===== src/hdl/ipmi_bt_mailbox_registers_assert.svh =====
// Assertion macros used by the mailbox top level.
`ifndef IPMI_BT_MAILBOX_REGISTERS_ASSERT_SVH
`define IPMI_BT_MAILBOX_REGISTERS_ASSERT_SVH

// Same-cycle implication under synchronous active-low reset.
`define IBT_ASSERT_IMPL(label, clk, rstn, ante, cons) \
    label: assert property (@(posedge clk) disable iff (!(rstn)) (ante) |-> (cons)) \
        else $error("ibt assertion failed");

// Next-cycle implication under synchronous active-low reset.
`define IBT_ASSERT_NEXT(label, clk, rstn, ante, cons) \
    label: assert property (@(posedge clk) disable iff (!(rstn)) (ante) |=> (cons)) \
        else $error("ibt assertion failed");

`endif


===== src/hdl/ibt_pkg.sv =====
// Shared types and constants of the BT mailbox.
package ibt_pkg;

    localparam int BUFFER_DEPTH_DEF = 64;
    localparam int Q_DEPTH          = 2;

    // Access kinds on the input channel
    localparam logic [2:0] KIND_BMC_READ   = 3'd0;
    localparam logic [2:0] KIND_BMC_WRITE  = 3'd1;
    localparam logic [2:0] KIND_HOST_WRITE = 3'd2;
    localparam logic [2:0] KIND_HOST_READ  = 3'd3;
    localparam logic [2:0] KIND_HOST_CTRL  = 3'd4;

    // BMC register offsets
    localparam logic [4:0] OFF_CTRL = 5'h10;
    localparam logic [4:0] OFF_DATA = 5'h14;

    // Control byte bits
    localparam logic [7:0] CTL_B_BUSY  = 8'h80;
    localparam logic [7:0] CTL_H_BUSY  = 8'h40;
    localparam logic [7:0] CTL_OEM0    = 8'h20;
    localparam logic [7:0] CTL_SMS_ATN = 8'h10;
    localparam logic [7:0] CTL_B2H_ATN = 8'h08;
    localparam logic [7:0] CTL_H2B_ATN = 8'h04;
    localparam logic [7:0] CTL_CLR_RD  = 8'h02;
    localparam logic [7:0] CTL_CLR_WR  = 8'h01;

    // Configuration register indexes
    localparam logic [2:0] CFG_ENABLE      = 3'd0;
    localparam logic [2:0] CFG_HOST_IO     = 3'd1;
    localparam logic [2:0] CFG_HOST_IRQ    = 3'd2;
    localparam logic [2:0] CFG_ALLOW_CLRRD = 3'd3;
    localparam logic [2:0] CFG_ALLOW_CLRWR = 3'd4;

    typedef enum logic [2:0] {
        OP_NOP,
        OP_CTRL_READ,
        OP_BMC_DATA_READ,
        OP_BMC_CTRL_WRITE,
        OP_BMC_DATA_WRITE,
        OP_HOST_DATA_WRITE,
        OP_HOST_DATA_READ,
        OP_HOST_CTRL_WRITE
    } op_t;

    typedef enum logic [1:0] {
        SRC_NONE,
        SRC_CTRL,
        SRC_H2B,
        SRC_B2H
    } src_t;

    typedef struct packed {
        op_t        op;
        logic [7:0] data;
    } q_entry_t;

    typedef struct packed {
        logic empty;
        logic full;
    } q_status_t;

    typedef struct packed {
        logic enable;
        logic allow_clr_rd;
        logic allow_clr_wr;
    } cfg_t;

    typedef struct packed {
        logic b_busy;
        logic h_busy;
        logic oem0;
        logic sms_atn;
        logic b2h_atn;
        logic h2b_atn;
    } flags_t;

    function automatic logic [7:0] flags_byte(flags_t f);
        logic [7:0] b;
        b = 8'h00;
        if (f.b_busy)  b = b | CTL_B_BUSY;
        if (f.h_busy)  b = b | CTL_H_BUSY;
        if (f.oem0)    b = b | CTL_OEM0;
        if (f.sms_atn) b = b | CTL_SMS_ATN;
        if (f.b2h_atn) b = b | CTL_B2H_ATN;
        if (f.h2b_atn) b = b | CTL_H2B_ATN;
        return b;
    endfunction

endpackage


===== src/hdl/ibt_front.sv =====
// Front end: accepts access words and classifies them into mailbox operations.
module ibt_front (
    input  logic              s_valid,
    output logic              s_ready,
    input  logic [2:0]        s_kind,
    input  logic [4:0]        s_reg_offset,
    input  logic [7:0]        s_write_data,
    input  ibt_pkg::cfg_t     cfg,
    input  ibt_pkg::q_status_t q_st,
    output logic              push,
    output ibt_pkg::q_entry_t push_entry
);

    ibt_pkg::op_t op;
    logic [7:0]   data;

    always_comb begin
        op   = ibt_pkg::OP_NOP;
        data = s_write_data;
        unique case (s_kind)
            ibt_pkg::KIND_BMC_READ: begin
                if (s_reg_offset == ibt_pkg::OFF_CTRL) begin
                    op = ibt_pkg::OP_CTRL_READ;
                end else if (s_reg_offset == ibt_pkg::OFF_DATA) begin
                    op = ibt_pkg::OP_BMC_DATA_READ;
                end
            end
            ibt_pkg::KIND_BMC_WRITE: begin
                if (s_reg_offset == ibt_pkg::OFF_CTRL) begin
                    op = ibt_pkg::OP_BMC_CTRL_WRITE;
                    // drop pointer clears that the configuration does not allow
                    if (!cfg.allow_clr_wr) begin
                        data = data & ~ibt_pkg::CTL_CLR_WR;
                    end
                    if (!cfg.allow_clr_rd) begin
                        data = data & ~ibt_pkg::CTL_CLR_RD;
                    end
                end else if (s_reg_offset == ibt_pkg::OFF_DATA) begin
                    op = ibt_pkg::OP_BMC_DATA_WRITE;
                end
            end
            ibt_pkg::KIND_HOST_WRITE: op = ibt_pkg::OP_HOST_DATA_WRITE;
            ibt_pkg::KIND_HOST_READ:  op = ibt_pkg::OP_HOST_DATA_READ;
            ibt_pkg::KIND_HOST_CTRL:  op = ibt_pkg::OP_HOST_CTRL_WRITE;
            default:                  op = ibt_pkg::OP_NOP;
        endcase
        if (!cfg.enable) begin
            op = ibt_pkg::OP_NOP;
        end
    end

    assign s_ready         = !q_st.full;
    assign push            = s_valid && !q_st.full;
    assign push_entry.op   = op;
    assign push_entry.data = data;

endmodule


===== src/hdl/ibt_queue.sv =====
// Two-entry queue between the classifier and the execute stage.
module ibt_queue (
    input  logic               aclk,
    input  logic               aresetn,
    input  logic               push,
    input  ibt_pkg::q_entry_t  push_entry,
    input  logic               pop,
    output ibt_pkg::q_entry_t  head,
    output ibt_pkg::q_status_t q_st
);

    ibt_pkg::q_entry_t slots_reg [ibt_pkg::Q_DEPTH];
    logic              wr_idx_reg;
    logic              wr_idx_next;
    logic              rd_idx_reg;
    logic              rd_idx_next;
    logic [1:0]        count_reg;
    logic [1:0]        count_next;

    always_comb begin
        wr_idx_next = push ? ~wr_idx_reg : wr_idx_reg;
        rd_idx_next = pop  ? ~rd_idx_reg : rd_idx_reg;
        count_next  = count_reg;
        if (push && !pop) begin
            count_next = count_reg + 2'd1;
        end else if (pop && !push) begin
            count_next = count_reg - 2'd1;
        end
    end

    always_ff @(posedge aclk) begin
        if (!aresetn) begin
            wr_idx_reg <= 1'b0;
            rd_idx_reg <= 1'b0;
            count_reg  <= 2'd0;
        end else begin
            wr_idx_reg <= wr_idx_next;
            rd_idx_reg <= rd_idx_next;
            count_reg  <= count_next;
        end
    end

    always_ff @(posedge aclk) begin
        if (push) begin
            slots_reg[wr_idx_reg] <= push_entry;
        end
    end

    assign head       = slots_reg[rd_idx_reg];
    assign q_st.empty = (count_reg == 2'd0);
    assign q_st.full  = (count_reg == 2'(ibt_pkg::Q_DEPTH));

endmodule


===== src/hdl/ibt_back.sv =====
// Back end: executes mailbox operations against flags, pointers and buffers.
module ibt_back #(
    parameter int BUFFER_DEPTH = ibt_pkg::BUFFER_DEPTH_DEF
) (
    input  logic               aclk,
    input  logic               aresetn,
    input  ibt_pkg::q_entry_t  head,
    input  ibt_pkg::q_status_t q_st,
    output logic               pop,
    output logic               m_valid,
    input  logic               m_ready,
    output logic [7:0]         m_read_data,
    output logic               m_h2b_attention,
    output logic               m_b2h_attention,
    output logic               m_bmc_busy,
    output logic               m_host_busy
);

    localparam int PTR_W = $clog2(BUFFER_DEPTH);
    localparam logic [PTR_W-1:0] PTR_LAST = PTR_W'(BUFFER_DEPTH - 1);

    function automatic logic [PTR_W-1:0] advance(logic [PTR_W-1:0] p);
        return (p == PTR_LAST) ? '0 : p + PTR_W'(1);
    endfunction

    logic [7:0] h2b_mem [BUFFER_DEPTH];
    logic [7:0] b2h_mem [BUFFER_DEPTH];

    ibt_pkg::flags_t  flags_reg, flags_next;
    logic [PTR_W-1:0] bmc_rd_ptr_reg, bmc_rd_ptr_next;
    logic [PTR_W-1:0] bmc_wr_ptr_reg, bmc_wr_ptr_next;
    logic [PTR_W-1:0] host_rd_ptr_reg, host_rd_ptr_next;
    logic [PTR_W-1:0] host_wr_ptr_reg, host_wr_ptr_next;

    logic             res_valid_reg, res_valid_next;
    ibt_pkg::src_t    res_src_reg, src;
    ibt_pkg::flags_t  res_flags_reg;
    logic [7:0]       res_ctrl_reg;
    logic [7:0]       h2b_rdata_reg;
    logic [7:0]       b2h_rdata_reg;
    logic             issue;
    logic [7:0]       d;

    assign issue = !q_st.empty && (!res_valid_reg || m_ready);
    assign pop   = issue;
    assign d     = head.data;

    always_comb begin
        flags_next       = flags_reg;
        bmc_rd_ptr_next  = bmc_rd_ptr_reg;
        bmc_wr_ptr_next  = bmc_wr_ptr_reg;
        host_rd_ptr_next = host_rd_ptr_reg;
        host_wr_ptr_next = host_wr_ptr_reg;
        src              = ibt_pkg::SRC_NONE;
        unique case (head.op)
            ibt_pkg::OP_CTRL_READ: src = ibt_pkg::SRC_CTRL;
            ibt_pkg::OP_BMC_DATA_READ: begin
                src             = ibt_pkg::SRC_H2B;
                bmc_rd_ptr_next = advance(bmc_rd_ptr_reg);
            end
            ibt_pkg::OP_BMC_CTRL_WRITE: begin
                if ((d & ibt_pkg::CTL_CLR_WR) != 8'h00)  bmc_wr_ptr_next = '0;
                if ((d & ibt_pkg::CTL_CLR_RD) != 8'h00)  bmc_rd_ptr_next = '0;
                if ((d & ibt_pkg::CTL_H2B_ATN) != 8'h00) flags_next.h2b_atn = 1'b0;
                if ((d & ibt_pkg::CTL_B2H_ATN) != 8'h00) flags_next.b2h_atn = 1'b1;
                if ((d & ibt_pkg::CTL_B_BUSY) != 8'h00) begin
                    flags_next.b_busy = ~flags_reg.b_busy;
                end
            end
            ibt_pkg::OP_BMC_DATA_WRITE:  bmc_wr_ptr_next  = advance(bmc_wr_ptr_reg);
            ibt_pkg::OP_HOST_DATA_WRITE: host_wr_ptr_next = advance(host_wr_ptr_reg);
            ibt_pkg::OP_HOST_DATA_READ: begin
                src              = ibt_pkg::SRC_B2H;
                host_rd_ptr_next = advance(host_rd_ptr_reg);
            end
            ibt_pkg::OP_HOST_CTRL_WRITE: begin
                if ((d & ibt_pkg::CTL_CLR_WR) != 8'h00)  host_wr_ptr_next = '0;
                if ((d & ibt_pkg::CTL_CLR_RD) != 8'h00)  host_rd_ptr_next = '0;
                if ((d & ibt_pkg::CTL_H2B_ATN) != 8'h00) flags_next.h2b_atn = 1'b1;
                if ((d & ibt_pkg::CTL_B2H_ATN) != 8'h00) flags_next.b2h_atn = 1'b0;
                if ((d & ibt_pkg::CTL_SMS_ATN) != 8'h00) flags_next.sms_atn = 1'b0;
                if ((d & ibt_pkg::CTL_H_BUSY) != 8'h00) begin
                    flags_next.h_busy = ~flags_reg.h_busy;
                end
            end
            default: src = ibt_pkg::SRC_NONE;
        endcase
    end

    always_comb begin
        if (issue) begin
            res_valid_next = 1'b1;
        end else if (m_ready) begin
            res_valid_next = 1'b0;
        end else begin
            res_valid_next = res_valid_reg;
        end
    end

    always_ff @(posedge aclk) begin
        if (!aresetn) begin
            flags_reg       <= '0;
            bmc_rd_ptr_reg  <= '0;
            bmc_wr_ptr_reg  <= '0;
            host_rd_ptr_reg <= '0;
            host_wr_ptr_reg <= '0;
            res_valid_reg   <= 1'b0;
        end else begin
            res_valid_reg <= res_valid_next;
            if (issue) begin
                flags_reg       <= flags_next;
                bmc_rd_ptr_reg  <= bmc_rd_ptr_next;
                bmc_wr_ptr_reg  <= bmc_wr_ptr_next;
                host_rd_ptr_reg <= host_rd_ptr_next;
                host_wr_ptr_reg <= host_wr_ptr_next;
            end
        end
    end

    // result payload: hold while the consumer stalls
    always_ff @(posedge aclk) begin
        if (issue) begin
            res_src_reg   <= src;
            res_flags_reg <= flags_next;
            res_ctrl_reg  <= ibt_pkg::flags_byte(flags_reg);
        end
    end

    always_ff @(posedge aclk) begin
        if (issue && head.op == ibt_pkg::OP_HOST_DATA_WRITE) begin
            h2b_mem[host_wr_ptr_reg] <= d;
        end
        if (issue && head.op == ibt_pkg::OP_BMC_DATA_READ) begin
            h2b_rdata_reg <= h2b_mem[bmc_rd_ptr_reg];
        end
    end

    always_ff @(posedge aclk) begin
        if (issue && head.op == ibt_pkg::OP_BMC_DATA_WRITE) begin
            b2h_mem[bmc_wr_ptr_reg] <= d;
        end
        if (issue && head.op == ibt_pkg::OP_HOST_DATA_READ) begin
            b2h_rdata_reg <= b2h_mem[host_rd_ptr_reg];
        end
    end

    always_comb begin
        case (res_src_reg)
            ibt_pkg::SRC_CTRL: m_read_data = res_ctrl_reg;
            ibt_pkg::SRC_H2B:  m_read_data = h2b_rdata_reg;
            ibt_pkg::SRC_B2H:  m_read_data = b2h_rdata_reg;
            default:           m_read_data = 8'h00;
        endcase
    end

    assign m_valid         = res_valid_reg;
    assign m_h2b_attention = res_flags_reg.h2b_atn;
    assign m_b2h_attention = res_flags_reg.b2h_atn;
    assign m_bmc_busy      = res_flags_reg.b_busy;
    assign m_host_busy     = res_flags_reg.h_busy;

endmodule


===== src/hdl/ipmi_bt_mailbox_registers.sv =====
// Top level of the BMC-side IPMI block-transfer mailbox.
// The block takes one register access word per cycle while the queue is not full and returns
// one result word per access, in order. An accepted word is classified at once and placed in
// a two-entry queue; the execute stage pops one word per cycle while the consumer does not
// stall, updates flags and pointers, writes or reads one buffer entry for a data access, and
// registers the result, so a result passes through the queue and the result register, and
// the sustained rate is one word per cycle when nothing stalls. Results wait in the output
// register while the consumer stalls; the queue keeps taking words until it is full. The
// buffers have no reset: reading an entry that was never written returns an undefined byte.
// Configuration writes are taken every cycle and must only happen while no access is in flight.
`include "ipmi_bt_mailbox_registers_assert.svh"

module ipmi_bt_mailbox_registers #(
    parameter int BUFFER_DEPTH = ibt_pkg::BUFFER_DEPTH_DEF
) (
    input  logic        aclk,
    input  logic        aresetn,
    // access words
    input  logic        s_valid,
    output logic        s_ready,
    input  logic [2:0]  s_kind,
    input  logic [4:0]  s_reg_offset,
    input  logic [7:0]  s_write_data,
    // result words
    output logic        m_valid,
    input  logic        m_ready,
    output logic [7:0]  m_read_data,
    output logic        m_h2b_attention,
    output logic        m_b2h_attention,
    output logic        m_bmc_busy,
    output logic        m_host_busy,
    // configuration writes
    input  logic        cfg_valid,
    output logic        cfg_ready,
    input  logic [2:0]  cfg_index,
    input  logic [15:0] cfg_data
);

    logic        enable_reg;
    logic [15:0] host_io_base_reg;
    logic [3:0]  host_irq_line_reg;
    logic        allow_clr_rd_reg;
    logic        allow_clr_wr_reg;

    ibt_pkg::cfg_t      cfg;
    ibt_pkg::q_status_t q_st;
    ibt_pkg::q_entry_t  push_entry;
    ibt_pkg::q_entry_t  head;
    logic               push;
    logic               pop;

    assign cfg_ready = 1'b1;

    // Configuration registers; the host base and interrupt number are only stored
    // and do not affect mailbox behavior.
    always_ff @(posedge aclk) begin
        if (!aresetn) begin
            enable_reg        <= 1'b0;
            host_io_base_reg  <= 16'h0000;
            host_irq_line_reg <= 4'h0;
            allow_clr_rd_reg  <= 1'b0;
            allow_clr_wr_reg  <= 1'b0;
        end else if (cfg_valid) begin
            unique case (cfg_index)
                ibt_pkg::CFG_ENABLE:      enable_reg        <= cfg_data[0];
                ibt_pkg::CFG_HOST_IO:     host_io_base_reg  <= cfg_data;
                ibt_pkg::CFG_HOST_IRQ:    host_irq_line_reg <= cfg_data[3:0];
                ibt_pkg::CFG_ALLOW_CLRRD: allow_clr_rd_reg  <= cfg_data[0];
                ibt_pkg::CFG_ALLOW_CLRWR: allow_clr_wr_reg  <= cfg_data[0];
                default: ;
            endcase
        end
    end

    assign cfg.enable       = enable_reg;
    assign cfg.allow_clr_rd = allow_clr_rd_reg;
    assign cfg.allow_clr_wr = allow_clr_wr_reg;

    ibt_front u_front (
        .s_valid      (s_valid),
        .s_ready      (s_ready),
        .s_kind       (s_kind),
        .s_reg_offset (s_reg_offset),
        .s_write_data (s_write_data),
        .cfg          (cfg),
        .q_st         (q_st),
        .push         (push),
        .push_entry   (push_entry)
    );

    ibt_queue u_queue (
        .aclk       (aclk),
        .aresetn    (aresetn),
        .push       (push),
        .push_entry (push_entry),
        .pop        (pop),
        .head       (head),
        .q_st       (q_st)
    );

    ibt_back #(
        .BUFFER_DEPTH (BUFFER_DEPTH)
    ) u_back (
        .aclk            (aclk),
        .aresetn         (aresetn),
        .head            (head),
        .q_st            (q_st),
        .pop             (pop),
        .m_valid         (m_valid),
        .m_ready         (m_ready),
        .m_read_data     (m_read_data),
        .m_h2b_attention (m_h2b_attention),
        .m_b2h_attention (m_b2h_attention),
        .m_bmc_busy      (m_bmc_busy),
        .m_host_busy     (m_host_busy)
    );

    // The queue can never report full and empty together.
    `IBT_ASSERT_IMPL(a_q_consistent, aclk, aresetn, q_st.full, !q_st.empty)
    // A word that finds the pipeline idle produces its result after passing the queue and the result register.
    `IBT_ASSERT_NEXT(a_idle_latency, aclk, aresetn, s_valid && s_ready && q_st.empty && !m_valid, ##1 m_valid)
    // Nothing is popped from an empty queue.
    `IBT_ASSERT_IMPL(a_no_pop_empty, aclk, aresetn, pop, !q_st.empty)

endmodule

===== config.mk =====
export PLATFORM = sky130hd
export DESIGN_NAME = ipmi_bt_mailbox_registers
export DESIGN_NICKNAME = d
export VERILOG_FILES = /design/src/hdl/ibt_pkg.sv /design/src/hdl/ibt_front.sv /design/src/hdl/ibt_queue.sv /design/src/hdl/ibt_back.sv /design/src/hdl/ipmi_bt_mailbox_registers.sv
export VERILOG_INCLUDE_DIRS = /design/src /design/src/hdl
export SDC_FILE = /design/constraint.sdc
export NUM_CORES = 1
export LEC_CHECK = 0
export BUFFER_PORTS_ARGS = -buffer_cell sky130_fd_sc_hd__buf_2
export CAP_MARGIN = 15
export CORE_MARGIN = 2
export CORE_UTILIZATION = 30
export CTS_BUF_LIST = sky130_fd_sc_hd__clkbuf_16
export CTS_CLUSTER_SIZE = 10
export DETAILED_ROUTE_END_ITERATION = 16
export HOLD_SLACK_MARGIN = 0.12
export SYNTH_ARGS = -nofsm -noshare
export SYNTH_HDL_FRONTEND = slang
export SYNTH_SLANG_ARGS = --single-unit

===== constraint.sdc =====
create_clock -name aclk -period 4 [get_ports aclk]
set_input_delay 0.2 -clock aclk [delete_from_list [all_inputs] [get_ports aclk]]
set_output_delay 0.2 -clock aclk [all_outputs]
set_load 0.1 [all_outputs]

==> run_results.csv, run 1 <==
group,metric,value,unit
outcome,status,"finished clean",
cts,clkSinkCount,1109,
flow_run,maxCapViolCount,0,
sta,fin_tns_setup,0,ns
cts,cts_inserted_buffers,121,
worst_setup_path,cp_cell_sequence,"mux2_2 > nand3_2 > nor3_1 > nand3_1 > nor2_1 > buf_4",
placed_design,place.gp.congestion,0.786,
sta,rsz0062_at_grt,"no",
finish,mostFrequentLayoutCells,"1072 x edfxtp_1, 221 x mux4_2, 171 x buf_4",
synthesis,synth-xor-area-share,0.00181,
worst_setup_path,worstPathRequired,4.40,ns
synthesis,async_flop_share,0,
synthesis,synth_top_family_by_area,"multiplexers",
worst_setup_path,reg2reg_slack,0.67,ns
synthesis,synth_flop_cell,"edfxtp_1",
power_and_ir_drop,ir_drop,0.492,mV
floorplan,dieHeight,385,um
finish,layout_commonest_cell,"edfxtp_1",
synthesis,synth_compound_area_frac,0.0413,
synthesis,synth_fa_ha_area_frac,0.00143,
worst_setup_path,critPathMaxFanout,18,
route,ant_nets,0,
power_and_ir_drop,combPwrFrac,0.132,
worst_setup_path,worst-path-stages,6,
route,drc_errors,0,
worst_setup_path,max_stage_delay,0.74,ns
finish,nets,2512,
floorplan,die-area,0.149,mm2
worst_setup_path,cpMaxStageDelayCell,"dfxtp_1",
cts,insertion_delay,0.71,ns
global_route,grt_max_degree,129,
global_route,grt_pass1_vias,22200,
synthesis,synth_mux_area_frac,0.139,
power_and_ir_drop,p_leak,15.7,nW
floorplan,core.rowCount,139,
finish,final_layout_size_suffix_gt1_frac,0.249,
floorplan,die_x,385,um
floorplan,initial_utilization,0.303,
sta,post-route-period-util,0.834,
global_route,gr-usage-met3,0.0208,
placed_design,post-place-cells,4220,
sta,fin_crit,3.33,ns
sta,fin_skew,0.0238,ns
sta,hold_viol,0,
synthesis,ys_ff_latch,1109,
sta,relSlewSlack,0.289,
sta,setup_viol,0,
synthesis,synth_area_per_cell,19.6,um2
route,wl,101000,um
power_and_ir_drop,pwr-share-clk,0.351,
cts,cts_resized,0,
power_and_ir_drop,swShare,0.254,
synthesis,syn_area,0.0436,mm2
finish,stdcell_count,4431,
route,initialDrtViolationCount,1874,
global_route,grt_util_met2,0.215,
worst_setup_path,r2r_cells,6,
synthesis,synth_edf_count,1072,
cts,cts_tree,"yes",
cts,holdBufCountCts,26,
placed_design,hpwl,62100,um
floorplan,pin_count,55,
cts,clockRootBuffer,"clkbuf_16",
route,wl_per_cell,22.8,um
worst_setup_path,crit_path_end_kind,"flop",
global_route,use_met1,0.186,
worst_setup_path,worstSetupPathType,"reg -> reg",
power_and_ir_drop,power.internal,0.0205,W
sta,slew_violations,0,
route,via_count,21900,
placed_design,portBuffers,38,
power_and_ir_drop,power_density,540,mW/mm2
power_and_ir_drop,switching_power,0.00696,W
synthesis,synth_cells,2228,
power_and_ir_drop,p_seq_frac,0.517,
hold_path,worstHoldPathCells,5,
worst_setup_path,critPathLaunchType,"flop",
sta,tightest_slew,1.06,ns
cts,cts.clk_slew.worst_paths,0.05,ns
synthesis,synthDistinctLibCells,60,
synthesis,ys_seq_area_frac,0.755,
worst_setup_path,cp_data_arrival_time,3.74,ns
placed_design,place_area,0.0471,mm2
route,vias_per_cell,4.95,
global_route,grt_overflow,0,
global_route,grt_use_total,0.134,
cts,htreeDepth,3,
hold_path,holdCritPathClass,"in -> reg",
cts,cts_setup_buffers,0,
synthesis,syn-num-nets,2273,
floorplan,core_area,0.144,mm2
worst_setup_path,crit_family,"simple AND/OR/NAND/NOR gates",
global_route,grt_busiest_layer,"met2",
worst_setup_path,path_buf_inv,1,
sta,max_freq,0.300,GHz
global_route,grt_pass1_wl,148000,um
synthesis,yosysWarnings,0,
finish,fin_area,0.0508,mm2
cts,cts_buffer_depth,3,
finish,area_growth,16.3,%
route,dr.pass1.iters,5,
synthesis,synth-simple-area-share,0.0445,
global_route,antenna_found_initial,4,
-- metrics by stage --
| stage | total power [W] | setup WS, ns | util | hold slack (ns) |
|---|---|---|---|---|
| after floorplan | 0.0166 | 0.956 | - | 0.299 |
| final | 0.0274 | 0.665 | 0.352 | 0.221 |
| after detailed placement | 0.0181 | 0.709 | 0.327 | 0.393 |
| after global placement | 0.0180 | 0.694 | 0.327 | 0.390 |
| after global routing | 0.0284 | 0.502 | 0.352 | 0.233 |
| after CTS | 0.0277 | 0.688 | 0.352 | 0.155 |
-- cell usage after synthesis (all sizes together) (7+ instances only) --
library cell	n	area share
o21a	8	0.0014
nor3	21	0.0024
mux2i	39	0.0089
edfxtp	1072	0.74
a21oi	44	0.0050
a21boi	18	0.0031
and2	12	0.0017
a22o	12	0.0024
mux4	233	0.12
a221oi	29	0.0061
a311oi	10	0.0020
dfxtp	37	0.017
nand2	69	0.0060
and3	12	0.0017
nand3	27	0.0032
nor2b	22	0.0032
nor3b	7	0.0012
nand3b	12	0.0021
mux2	35	0.0090
inv	10	0.00086
o21ai	31	0.0036
buf	71	0.011
a22oi	74	0.013
nor2	164	0.014
clkbuf	62	0.0054
or3	11	0.0016
nand2b	13	0.0019
-- tightest hold or removal path, cell delays in order --
cell and delay [ns]:
buf_2 0.07, nor4b_1 0.06, nand2b_1 0.11, or3_1 0.22, o21a_1 0.15
-- worst paths after layout --
path	start	to
worst max register to register	flop	u_back.b2h_mem[47][1]
worst min register to register	u_back.flags_reg[0]	u_back.res_ctrl_reg[2]
worst max-delay path	flop	u_back.b2h_mem[47][1]
worst min-delay path	s_reg_offset[1]	u_queue.slots_reg[0][1]
-- cell type report --
type                    count  area [um2]
fillers                 13400       93300
flip-flops and latches   1109       32900
multi-input cells         976       10000
clock buffers             125        3130
well taps                1903        2380
repair buffers            249        2020
clock inverters            57         225
inverters                  10        40.0
diodes                      2        5.00
-- per-layer routing --
metal  vias to the layer above  part of all wire
met5                         -                 0
li1                       9605                 -
met3                       155             0.058
met1                     11500              0.44
met4                         0             0.027
met2                       664              0.48
-- cells by family after synthesis --
logic type | after synthesis
mux | 307
compound gates | 253
other cells | 1
xor+xnor | 9
buf+inv | 143
flops | 1109
simple gates | 401
fa+ha+maj | 5
-- power by group through the flow --
stage / clock (W) / sequential, W / combinational, W
after floorplan: 0 / 0.0144 / 0.00221
after global placement: 0 / 0.0144 / 0.00357
after detailed placement: 0 / 0.0144 / 0.00365
after CTS: 0.00983 / 0.0142 / 0.00367
after global routing: 0.0103 / 0.0142 / 0.00389
final: 0.00962 / 0.0142 / 0.00362
Note: power is estimated with default switching activity, not from simulation.
==> run 2: changes to the inputs <==
- clock period: 4 -> 2.9 ns (I/O delays scaled with it)
==> run_results.csv, run 2 (synthesized netlist as in run 1, its figures left out) <==
group,metric,value,unit
global_route,grt_overflow,0,
placed_design,portBuffers,38,
sta,relSlewSlack,0.239,
floorplan,die-area,0.149,mm2
worst_setup_path,max_stage_delay,0.58,ns
worst_setup_path,cp_data_arrival_time,2.62,ns
worst_setup_path,regToRegEndpoint,"u_back.b2h_rdata_reg[0]",
cts,insertion_delay,0.73,ns
global_route,grt_max_degree,93,
worst_setup_path,worstPathRequired,2.76,ns
sta,hold_viol,0,
sta,fin_skew,0.0312,ns
floorplan,dieHeight,385,um
finish,final_layout_size_suffix_gt1_frac,0.264,
hold_path,hold_end,"u_queue.slots_reg[0][9]",
worst_setup_path,cp_cell_sequence,"mux2i_1 > nor2b_1 > buf_2",
sta,holdWs,0.163,ns
sta,post-route-period-util,0.954,
worst_setup_path,path_buf_inv,1,
route,dr.pass1.iters,5,
worst_setup_path,cp-startpoint,"u_back.res_src_reg[0]",
cts,clkSinkCount,1109,
placed_design,place.gp.congestion,0.790,
worst_setup_path,crit_family,"flip-flops",
power_and_ir_drop,p_leak,16.2,nW
global_route,grt_use_total,0.139,
finish,nFillCells,13300,
floorplan,die_x,385,um
route,via_count,22300,
route,ant_nets,0,
worst_setup_path,reg2reg_slack,0.15,ns
global_route,grt_pass1_vias,22200,
cts,htreeDepth,3,
finish,fin_area,0.0514,mm2
route,initialDrtViolationCount,2581,
hold_path,holdCritPathClass,"in -> reg",
worst_setup_path,r2r_cells,5,
route,wl_per_cell,22.9,um
cts,cts.clk_slew.worst_paths,0.06,ns
hold_path,worstHoldPathCells,5,
finish,seq_area,0.0329,mm2
cts,cts_inserted_buffers,121,
sta,slew_violations,0,
worst_setup_path,crit_path_end_kind,"primary output",
hold_path,hold_start,"s_reg_offset[1]",
global_route,antenna_found_initial,11,
floorplan,initial_utilization,0.303,
power_and_ir_drop,power_density,744,mW/mm2
cts,clockRootBuffer,"clkbuf_16",
worst_setup_path,critPathMaxFanout,9,
placed_design,hpwl,65800,um
finish,multiInputGateArea,0.0100,mm2
route,wl,103000,um
sta,setup_viol,0,
power_and_ir_drop,ir_drop,0.553,mV
sta,max_freq,0.361,GHz
sta,fin_crit,2.77,ns
cts,cts_buffer_depth,3,
route,drc_errors,0,
floorplan,core.rowCount,139,
worst_setup_path,rr_startpoint,"u_back.host_rd_ptr_reg[0]",
worst_setup_path,cpMaxStageDelayCell,"edfxtp_1",
flow_run,maxCapViolCount,0,
worst_setup_path,critPathLaunchType,"flop",
finish,mostFrequentLayoutCells,"1072 x edfxtp_1, 227 x buf_4, 221 x mux4_2",
sta,tightest_slew,1.14,ns
finish,utilization,0.357,
finish,area_growth,17.9,%
floorplan,core_area,0.144,mm2
route,vias_per_cell,4.93,
floorplan,pin_count,55,
global_route,grt_pass1_wl,152000,um
placed_design,place_area,0.0476,mm2
finish,layout_commonest_cell,"edfxtp_1",
worst_setup_path,worstSetupPathType,"reg -> out",
outcome,status,"finished clean",
finish,nets,2576,
cts,cts_tree,"yes",
-- run 2: worst max path at each step --
stage	end	cells after the start
2_1_floorplan	u_back.h2b_mem[48][0]	6
3_3_place_gp	u_back.b2h_mem[39][6]	6
3_5_place_dp	u_back.b2h_mem[39][2]	6
4_1_cts	m_read_data[6]	3
5_1_grt	u_back.h2b_mem[44][3]	6
6_report	m_read_data[1]	3
-- run 2: worst register-to-register path, delay by kind of cell, from the launching register on --
kind / cells / cell delay, ns
AO/OA/AOI/OAI: 1 / 0.43
multiplexers: 1 / 0.63
flip-flops: 1 / 0.57
AND/OR/NAND/NOR: 2 / 0.54
buffers and inverters: 1 / 0.32
-- run 2: where the power goes --
group,switching (W),internal (W),total (W)
logic,0.00376,0.00148,0.00524
registers,0.000201,0.0193,0.0195
clock network,0.00602,0.00755,0.0136
-- run 2: per-layer routing --
metal / part of all wire / global-route usage / up-vias / wire length, um
met1: 0.44 / 0.197 / 11700 / 45800
met2: 0.47 / 0.216 / 743 / 48400
met3: 0.066 / 0.0249 / 142 / 6850
met4: 0.022 / 0.0440 / 4 / 2310
li1: - / - / 9773 / -
met5: 0.00020 / 0 / - / 21
-- run 2: final cells by class --
type                            instances  area share
Tap cell                             1903      0.0463
Inverter                               10    0.000779
Clock inverter                         87     0.00883
Timing Repair Buffer                  313      0.0491
Clock buffer                          121      0.0589
Antenna cell                            3    0.000146
Multi-Input combinational cell        976       0.195
Sequential cell                      1109       0.641
-- run 2: repair_timing --
action,4_1_cts,5_1_grt
pin swaps,0,2
hold buffers,33,0
gates resized for setup,1,5
endpoints found under the hold margin,81,0
setup endpoints to repair,256,418
setup buffers,0,2
-- run 2: through the flow --
| stage | setup WS [ns] | cells | setup TNS (ns) | power, W |
|---|---|---|---|---|
| floorplan | 0.175 | 2228 | 0 | 0.0230 |
| global placement | -0.201 | 4276 | -25.21 | 0.0249 |
| detailed placement | -0.235 | 4276 | -32.59 | 0.0251 |
| CTS | 0.0227 | 4517 | 0 | 0.0386 |
| global route | -0.0214 | 4520 | -0.211 | 0.0396 |
| finish | 0.132 | 4522 | 0 | 0.0383 |
